===== src/sv/mcr_pkg.sv =====
// Shared constants and types of the midpoint circle rasterizer.
package mcr_pkg;

  localparam int SCREEN_W = 640;
  localparam int SCREEN_H = 480;

  // Widths of the input and result fields.
  localparam int ORG_W   = 12;
  localparam int RAD_W   = 10;
  localparam int COLOR_W = 16;
  localparam int IDX_W   = 19;

  // Internal state widths.
  localparam int STEP_W = 11;
  localparam int DEC_W  = 16;

  // Signed width that holds any center plus or minus any step offset.
  localparam int CRD_W = 14;

  // Number of symmetric points per step.
  localparam int NPTS = 8;

  // Widths of an on-screen column and row.
  localparam int XW = $clog2(SCREEN_W);
  localparam int YW = $clog2(SCREEN_H);

  // Width of row * SCREEN_W + column before it is cut to the index width.
  localparam int SUM_W  = YW + XW + 1;
  localparam int PROD_W = (SUM_W > IDX_W) ? SUM_W : IDX_W;

  // Depth of the queue between the front and the back.
  localparam int QDEPTH = 2;
  localparam int QPTR_W = $clog2(QDEPTH);
  localparam int QCNT_W = $clog2(QDEPTH + 1);

  // Input action codes.
  localparam logic ACT_START = 1'b0;
  localparam logic ACT_STEP  = 1'b1;

  // One classified item: the on-screen mask and the clipped coordinates.
  // An empty mask stands for a single result that writes nothing.
  typedef struct packed {
    logic [NPTS-1:0]         mask;
    logic [NPTS-1:0][XW-1:0] px;
    logic [NPTS-1:0][YW-1:0] py;
    logic [COLOR_W-1:0]      color;
    logic                    done;
  } job_t;

  // Handshake between the queue and the back.
  typedef struct packed {
    logic valid;
    job_t job;
  } head_t;

endpackage


===== src/sv/mcr_queue.sv =====
// Short queue of classified items between the front and the back.
module mcr_queue
  import mcr_pkg::*;
(
  input  logic  clk,
  input  logic  rst,
  input  logic  push,
  input  job_t  push_job,
  output logic  full,
  input  logic  pop,
  output head_t head
);

  job_t              entries [QDEPTH];
  logic [QPTR_W-1:0] wr_ptr;
  logic [QPTR_W-1:0] rd_ptr;
  logic [QCNT_W-1:0] count;

  assign full       = count == QCNT_W'(QDEPTH);
  assign head.valid = count != '0;
  assign head.job   = entries[rd_ptr];

  always_ff @(posedge clk) begin
    if (push) begin
      entries[wr_ptr] <= push_job;
    end
  end

  always_ff @(posedge clk) begin
    if (rst) begin
      wr_ptr <= '0;
      rd_ptr <= '0;
      count  <= '0;
    end else begin
      if (push) begin
        wr_ptr <= (wr_ptr == QPTR_W'(QDEPTH - 1)) ? '0 : wr_ptr + QPTR_W'(1);
      end
      if (pop) begin
        rd_ptr <= (rd_ptr == QPTR_W'(QDEPTH - 1)) ? '0 : rd_ptr + QPTR_W'(1);
      end
      if (push && !pop) begin
        count <= count + QCNT_W'(1);
      end else if (pop && !push) begin
        count <= count - QCNT_W'(1);
      end
    end
  end

  a_count_bound: assert property (@(posedge clk) disable iff (rst)
    count <= QCNT_W'(QDEPTH))
    else $error("queue count beyond its depth");

endmodule


===== config.mk =====
export PLATFORM = sky130hd
export DESIGN_NAME = mcr_queue
export DESIGN_NICKNAME = d
export VERILOG_FILES = /design/src/sv/mcr_pkg.sv /design/src/sv/mcr_queue.sv
export SDC_FILE = /design/constraint.sdc
export NUM_CORES = 1
export LEC_CHECK = 0
export ABC_AREA = 1
export BUFFER_PORTS_ARGS = -buffer_cell sky130_fd_sc_hd__buf_4
export CORE_AREA = 5 5 180 182
export CTS_CLUSTER_SIZE = 10
export DETAILED_ROUTE_END_ITERATION = 6
export DIE_AREA = 0 0 185 187
export HOLD_SLACK_MARGIN = 0.06
export PLACE_DENSITY = 0.78
export SETUP_SLACK_MARGIN = 0.4
export SLEW_MARGIN = 20
export SYNTH_ARGS = -nofsm -noshare
export SYNTH_HDL_FRONTEND = slang
export SYNTH_SLANG_ARGS = --single-unit

===== constraint.sdc =====
create_clock -name clk -period 12.55 [get_ports clk]
set_clock_uncertainty 0.2 [all_clocks]
set_input_delay 0.6275 -clock clk [delete_from_list [all_inputs] [get_ports clk]]
set_output_delay 0.6275 -clock clk [all_outputs]
set_load 0.1 [all_outputs]

Word-level counts from Yosys, hierarchy flattened
Memory sizes are Yosys's and may differ from the RTL's. A register that Yosys moved wholly into a read port is not among the register bits.
Cells that the tools add are included.
{"block": "totals", "ff_bits": 4, "mem_bits_rw": 354, "inputBits": 181, "output_inout_bits": 179, "word_cells": 23, "mem_count": 1}
{"name": "entries", "depth": 2, "width": 177, "rd": 1, "rd_clocked_by_memory_dff": 1, "write_ports": 1, "line_no": "mcr_queue.sv:14", "text": "job_t entries [QDEPTH];"}
{"block": "op_classes", "addsub": 4, "eq_ne": 1, "muxes": 8, "reduce_logical": 6}
{"operator": "$mux W1", "count": 6}
{"operator": "$mux W2", "count": 2}
{"operator": "$reduce_bool A2 Y1", "count": 2}
{"operator": "$add A1 B1 Y1 const B", "count": 2}
{"operator": "$add A2 B1 Y2 const B", "count": 1}
{"operator": "$eq A2 B2 Y1 const B", "count": 1}
{"operator": "$logic_and A1 B1 Y1", "count": 2}
{"operator": "$logic_not A1 Y1", "count": 2}
{"operator": "$sub A2 B1 Y2 const B", "count": 1}

Longest topological paths before layout
Gate-level depths: netlist of the first run.
{"block": "logic_depth", "depth_word": 4, "ltp_mapped": 8, "depth_no_buf": 8}

Worst setup path after synthesis of the first run
Ideal clock, no wire load.
{"block": "synth_timing", "kind": "input -> register", "startpoint": "input push", "endpoint": "memory entries[0][0] in the netlist's numbering (enable)", "setup_ps": 722, "t_arrival_ps": 8066, "required_time_ps": 11628, "slack_ps": 3563, "stages": 2, "path_buffers": 0, "path_cell_list": "inv_1 > nor2_1"}
{"block": "synth_via", "elab_chain_cells": 2}
{"element": "from (decl)", "line_no": "mcr_queue.sv:7", "text": "input logic push,"}
{"element": "$mux W1", "line_no": "mcr_queue.sv:24", "text": "if (push) begin"}
{"element": "$mux W1 (implied by the code)", "line_no": "mcr_queue.sv:25", "text": "entries[wr_ptr] <= push_job;"}
{"element": "to (decl)", "line_no": "mcr_queue.sv:14"}
Every way passes these cells.

==> results of run 1 <==
-- cell type report --
type,instances,area (µm²),share of cell area (%)
inverter,9,38.8,0.218
clock inverter,2,8.76,0.0492
multi-input combinational,196,2580,14.5
sequential,359,10700,60.2
tap,396,495,2.78
clock buffer,57,1180,6.63
timing repair buffer,366,2780,15.6
-- metrics by stage --
stage / utilization [%] / total power [mW]
global placement: 54.5 / 2.19
CTS: 58.4 / 3.27
detailed placement: 54.5 / 2.20
floorplan: - / 2.05
global route: 58.6 / 3.34
finish: 58.6 / 3.23
-- routing by layer --
layer / global-route usage [%] / up-vias / share of wire [%]
met5: 0 / - / 0
met4: 5.25 / 0 / 3.2
met3: 5.17 / 56 / 9.4
met2: 25.6 / 267 / 50
met1: 17.6 / 3297 / 37
li1: - / 3077 / -
-- synth_stat cells, drive strengths merged --
library cell / n
a21oi: 1
nor3: 1
inv: 9
edfxtp: 354
buf: 20
nand4: 1
nand2: 6
ha: 1
xnor2: 1
nor2: 6
o21ai: 1
mux2: 177
dfxtp: 5
nand3: 1
-- flip-flops by register name, indices dropped and copies added, names as in the netlist, named ones only --
| register | count |
|---|---|
| wr_ptr | 1 |
| rd_ptr | 1 |
| count | 2 |
| entries | 354 |
-- cells by family (layout without fill, tap and decap cells) --
kind of cell	count (synthesis)	count (layout)
buffers and inverters	29	434
xor gates and xnor gates	1	1
AOI/OAI and AO/OA	2	2
DFF	359	359
muxes	177	177
and+or+nand+nor	15	15
adders and majority gates	1	1
-- where the power goes --
part	switching [mW]	internal [mW]	leakage (nW)
clock	0.411	0.645	0.580
sequential	0.0233	1.39	3.36
combinational	0.557	0.201	3.01
total	0.992	2.24	6.95
-- how the worst max path moves through the flow --
stage	from	endpoint	slack, ns	cells after the start
2_1_floorplan	push	entries[0][0]	3.56	2
3_3_place_gp	flop	head[174]	9.04	3
3_5_place_dp	flop	head[156]	9.00	3
4_1_cts	flop	head[163]	8.44	3
5_1_grt	flop	head[44]	8.44	3
6_report	flop	head[127]	8.59	3
-- cell usage in the layout (no fill, tap or decap), types with 4 or more instances in the layout --
cell and n:
buf_4 364, clkbuf_1 11, clkbuf_16 45, dfxtp_1 4, edfxtp_1 354, inv_1 8, mux2_2 47, mux2_4 130
nand2_1 6, nor2_1 5
==> flow_summary.yaml, run 1 <==
worst_setup_path:
  critical_path.cell_chain: "buf_4, mux2_4, buf_4"
  cp-end-kind: "output port"
  reg2regPathDepth: 3
  reg2reg_setup_slack_ns: 9.72
  required_ns: 11.72
  crit_arrival_ns: 3.13
  cp-start-kind: "flop"
  crit_family: "buffers and inverters"
  crit_fanout: 57
  path_common_cell: "buf_4"
  r2r-start: "wr_ptr"
  slowest_stage: "dfxtp_4"
  cpPeakStageDelay_ns: 0.95
  reg2reg_to: "entries[1][161]"
  critical_path_class: "reg2out"
  critPathBufInv: 2
global_routing:
  grt_pass1_vias: 7166
  grt_overflow: 0
  grt_pass1_wl_um: 40300
  grt_antenna_before_repair: 0
  grt_use_total_pct: 15.0
  grt_start_max_net_pins: 110
synthesis:
  syn_inst: 584
  muxShareOfSynthArea_pct: 18.3
  syn-num-nets: 766
  syn_avg_cell_area_um2: 23.2
  synth_compound_area_share_pct: 0.0739
  synth.top_cell.area_share_pct: 78.5
  synthAdderAreaFrac_pct: 0.0924
  synth_top_family_by_area: "multiplexers"
  ys_seq_area_share_pct: 79.3
  yosys.cell_types.count: 16
  yosys.area_share.simple_pct: 0.453
  ys_top_cells_by_area: "edfxtp_1 79%, mux2_4 14%, mux2_2 3.9%"
  synth_top_cell_by_area: "edfxtp_1"
  synthXorXnorAreaFrac_pct: 0.0647
  yosys_warnings: 0
  synth_seq_cells: 359
  syn-cell-area_mm2: 0.0135
timing:
  tightestPinTransition_ns: 1.08
  clock.fmax_mhz: 253
  final-hold-violation-count: 0
  fin_crit_ns: 3.96
  rsz0062_at_grt: "false"
  holdWs_ns: 0.0976
  relSlewSlack_pct: 28.1
  setup-tns-final_ns: 0
  drv_slew: 0
  fin_crit_sh_pct: 31.5
  setup_violations: 0
  setup_ws_ns: 8.59
drt:
  drt_iter0_markers: 334
  drtAntennaViolNets: 0
  vias: 6697
  drc: 0
  routed_wl_um: 27300
  wire_per_inst_um: 19.7
  dr.pass1.iters: 4
  vias_per_cell: 4.84
clock_tree:
  clock_tree.root_cell: "clkbuf_16"
  cts_htree_levels: 2
  clock-sinks: 359
  clock_path_buffers: 3
  cts-hold-fix-buffers: 0
  clk_latency_ns: 0.50
  numCtsBuffers: 42
  cts_tree: "yes"
  postCtsSetupBuffers: 0
  clk_pin_slew_ns: 0.06
  ctsResizeCount: 0
place:
  gp_congestion: 0.788
  dp_hpwl_um: 18600
  placed_area_mm2: 0.0166
  placedCellCount: 1324
  post-place-ws_ns: 9.00
  io_buffers: 359
status:
  status: "finished, final reports clean"
floorplan:
  core-area_mm2: 0.0304
  start_util_pct: 44.5
  die_w_um: 185
  io_pins: 360
  rows: 64
  die_area_mm2: 0.0346
  die_h_um: 187
final_layout:
  syn_to_final_growth_pct: 31.6
  diodes: 0
  final_area_mm2: 0.0178
  drive_gt1_share_pct: 60.0
  instances_no_fill: 1385
  filler_cell_count: 2258
  nets: 1156
pwr:
  powerDensity_mw_per_mm2: 181
  vdd_drop_max_mv: 0.116
  power.leakage_nw: 6.95
worst_hold_path:
  hold_depth: 1
  min_to: "entries[1][4]"
  min-delay-path-class: "in2reg"
  hold_path.startpoint: "push_job[4]"
run:
  maxCapViolCount: 0
No activity file was read; power rests on OpenSTA's default activity.
==> inputs of run 2 (changes only) <==
--- a/config.mk
+++ b/config.mk
@@ -5,7 +5,7 @@
 export SDC_FILE = /design/constraint.sdc
 export NUM_CORES = 1
 export LEC_CHECK = 0
-export ABC_AREA = 1
+export ABC_AREA = 0
 export BUFFER_PORTS_ARGS = -buffer_cell sky130_fd_sc_hd__buf_4
 export CORE_AREA = 5 5 180 182
 export CTS_CLUSTER_SIZE = 10
==> constraint.sdc (replaced) <==
create_clock -name clk -period 4 [get_ports clk]
set_clock_uncertainty 0.2 [all_clocks]
set_input_delay 0.2 -clock clk [delete_from_list [all_inputs] [get_ports clk]]
set_output_delay 0.2 -clock clk [all_outputs]
set_load 0.1 [all_outputs]
==> run 2 against run 1 <==
Die area stayed put. Clock power grew to 3.2 times the previous value. Area after synthesis is 0.14% lower. Critical endpoint is now head[150].
==> flow_summary.yaml, run 2 <==
status:
  status: "finished, final reports clean"
final_layout:
  final_area_mm2: 0.0197
  syn_to_final_growth_pct: 46.1
  largest_register_ffs: 354
  reg_top3: "entries (354), count (2)"
  largest-register: "entries"
  nets: 1339
  final_cell_mix: "372 x buf_4, 354 x edfxtp_1, 182 x dlygate4sd3_1, 130 x mux2_4, 47 x mux2_2"
  drive_gt1_share_pct: 51.8
  filler_cell_count: 1943
  layout_commonest_cell: "buf_4"
worst_setup_path:
  endpoint: "head[150]"
  critPathBufInv: 2
  path_common_cell: "buf_4"
  required_ns: 3.60
  crit_fanout: 42
  slowest_stage: "dfxtp_4"
  crit_arrival_ns: 2.43
  cp-end-kind: "output port"
  cp-start-kind: "flop"
  critical_path_class: "reg2out"
  cpPeakStageDelay_ns: 0.81
  r2r-start: "wr_ptr"
  crit_cells: 3
  critical_path.cell_chain: "buf_4, mux2_4, buf_4"
  reg2reg_setup_slack_ns: 1.85
  crit_family: "flip-flops"
  reg2reg_to: "entries[1][136]"
  reg2regPathDepth: 2
synthesis:
  synth_top_cell_by_area: "edfxtp_1"
  async_flop_share_pct: 0
  yosys_warnings: 0
  syn_inst: 573
  ys_seq_area_share_pct: 79.4
  syn-cell-area_mm2: 0.0135
  yosys.cell_types.count: 17
  synth-main-ff-cell: "edfxtp_1"
  synthTopCellsByCount: "354 x edfxtp_1, 130 x mux2_4, 47 x mux2_2"
  syn-num-nets: 755
  ys_top_cells_by_area: "edfxtp_1 79%, mux2_4 14%, mux2_2 3.9%"
  synth-edff-count: 354
  syn_avg_cell_area_um2: 23.6
  synth.top_cell.area_share_pct: 78.6
  synth_most_common_cell: "edfxtp_1"
  synth_seq_cells: 359
floorplan:
  core-area_mm2: 0.0304
  rows: 64
  io_pins: 360
  die_h_um: 187
  start_util_pct: 44.4
  die_w_um: 185
  die_area_mm2: 0.0346
timing:
  clock.fmax_mhz: 354
  setup_violations: 0
  holdWs_ns: 0.213
  fin_crit_ns: 2.83
  setup-tns-final_ns: 0
  setup_ws_ns: 1.17
  fin_crit_sh_pct: 70.7
  final-hold-violation-count: 0
  tightestPinTransition_ns: 0.930
  drv_slew: 0
  relSlewSlack_pct: 37.8
  rsz0062_at_grt: "false"
place:
  post-place-ws_ns: 1.67
  placed_area_mm2: 0.0167
  dp_hpwl_um: 19500
  io_buffers: 359
  gp_congestion: 0.776
drt:
  drt_iter0_markers: 391
  vias_per_cell: 4.80
  drc: 0
  wire_per_inst_um: 20.3
  routed_wl_um: 31800
  vias: 7532
  drtAntennaViolNets: 0
  dr.pass1.iters: 4
pwr:
  powerDensity_mw_per_mm2: 535
  power.leakage_nw: 7.75
  vdd_drop_max_mv: 0.411
global_routing:
  grt_overflow: 0
  grt_pass1_wl_um: 47800
  grt_antenna_before_repair: 2
  grt_pass1_vias: 8405
  grt_start_max_net_pins: 62
  grt_use_total_pct: 17.7
worst_hold_path:
  min-delay-path-class: "in2reg"
clock_tree:
  cts_htree_levels: 2
  clock_path_buffers: 3
  clock_tree.root_cell: "clkbuf_16"
  clk_latency_ns: 0.51
  numCtsBuffers: 42
  cts_tree: "yes"
  ctsResizeCount: 0
  clock-sinks: 359
  clk_pin_slew_ns: 0.06
run:
  maxCapViolCount: 0
-- run 2: worst min path at each step --
stage	depth (start not counted)	slack (ns)	startpoint	end
2_1_floorplan	1	0.07	rst	count[1]
3_3_place_gp	1	0.18	push_job[155]	entries[0][155]
3_5_place_dp	1	0.19	push_job[160]	entries[1][160]
4_1_cts	2	0.18	push_job[2]	entries[1][2]
5_1_grt	2	0.20	push_job[69]	entries[0][69]
6_report	2	0.21	push_job[90]	entries[1][90]
-- run 2: repair_timing --
action | in CTS | in global routing
endpoints found under the hold margin | 359 | 0
buffers inserted | 0 | 0
hold buffers | 182 | 0
-- run 2: final cells by class --
type	count	area [µm²]	share of cell area, %
sequential	359	10700	54.4
clock buffer	55	1160	5.89
timing repair buffer	560	4730	24.0
tap	396	495	2.51
clock inverter	3	13.8	0.0697
inverter	1	3.75	0.0190
antenna	2	5.00	0.0253
multi-input combinational	193	2590	13.1
-- run 2: per-stage QoR --
stage          power [mW]  util, %  instances
6_report             10.6     64.9       1569
3_5_place_dp         7.14     55.0       1327
2_1_floorplan        6.56        -        573
3_3_place_gp         7.11     55.0       1327
4_1_cts              10.6     64.9       1567
5_1_grt              10.9     64.9       1569
-- run 2: logic make-up (layout without fill, tap and decap cells) --
family	count (synthesis)	count (layout)	synth area share, %
other cells	0	2	0
fa+ha+maj	1	1	0.0925
buf+inv	21	619	1.51
compound gates	2	2	0.0740
simple gates	9	9	0.342
xor+xnor	4	4	0.259
mux	177	177	18.4
flops	359	359	79.4
-- run 2: power by group --
group          switching, mW  internal (mW)  total [mW]
logic                   1.95          0.799        2.75
clock network           1.33           2.00        3.34
registers             0.0806           4.40        4.48
-- run 2: layer usage --
layer / GRT usage (%) / vias up / wire length (µm)
met2: 31.5 / 293 / 16500
li1: - / 3438 / -
met5: 0 / - / 0
met1: 20.6 / 3731 / 11800
met4: 5.93 / 0 / 1050
met3: 4.82 / 70 / 2440
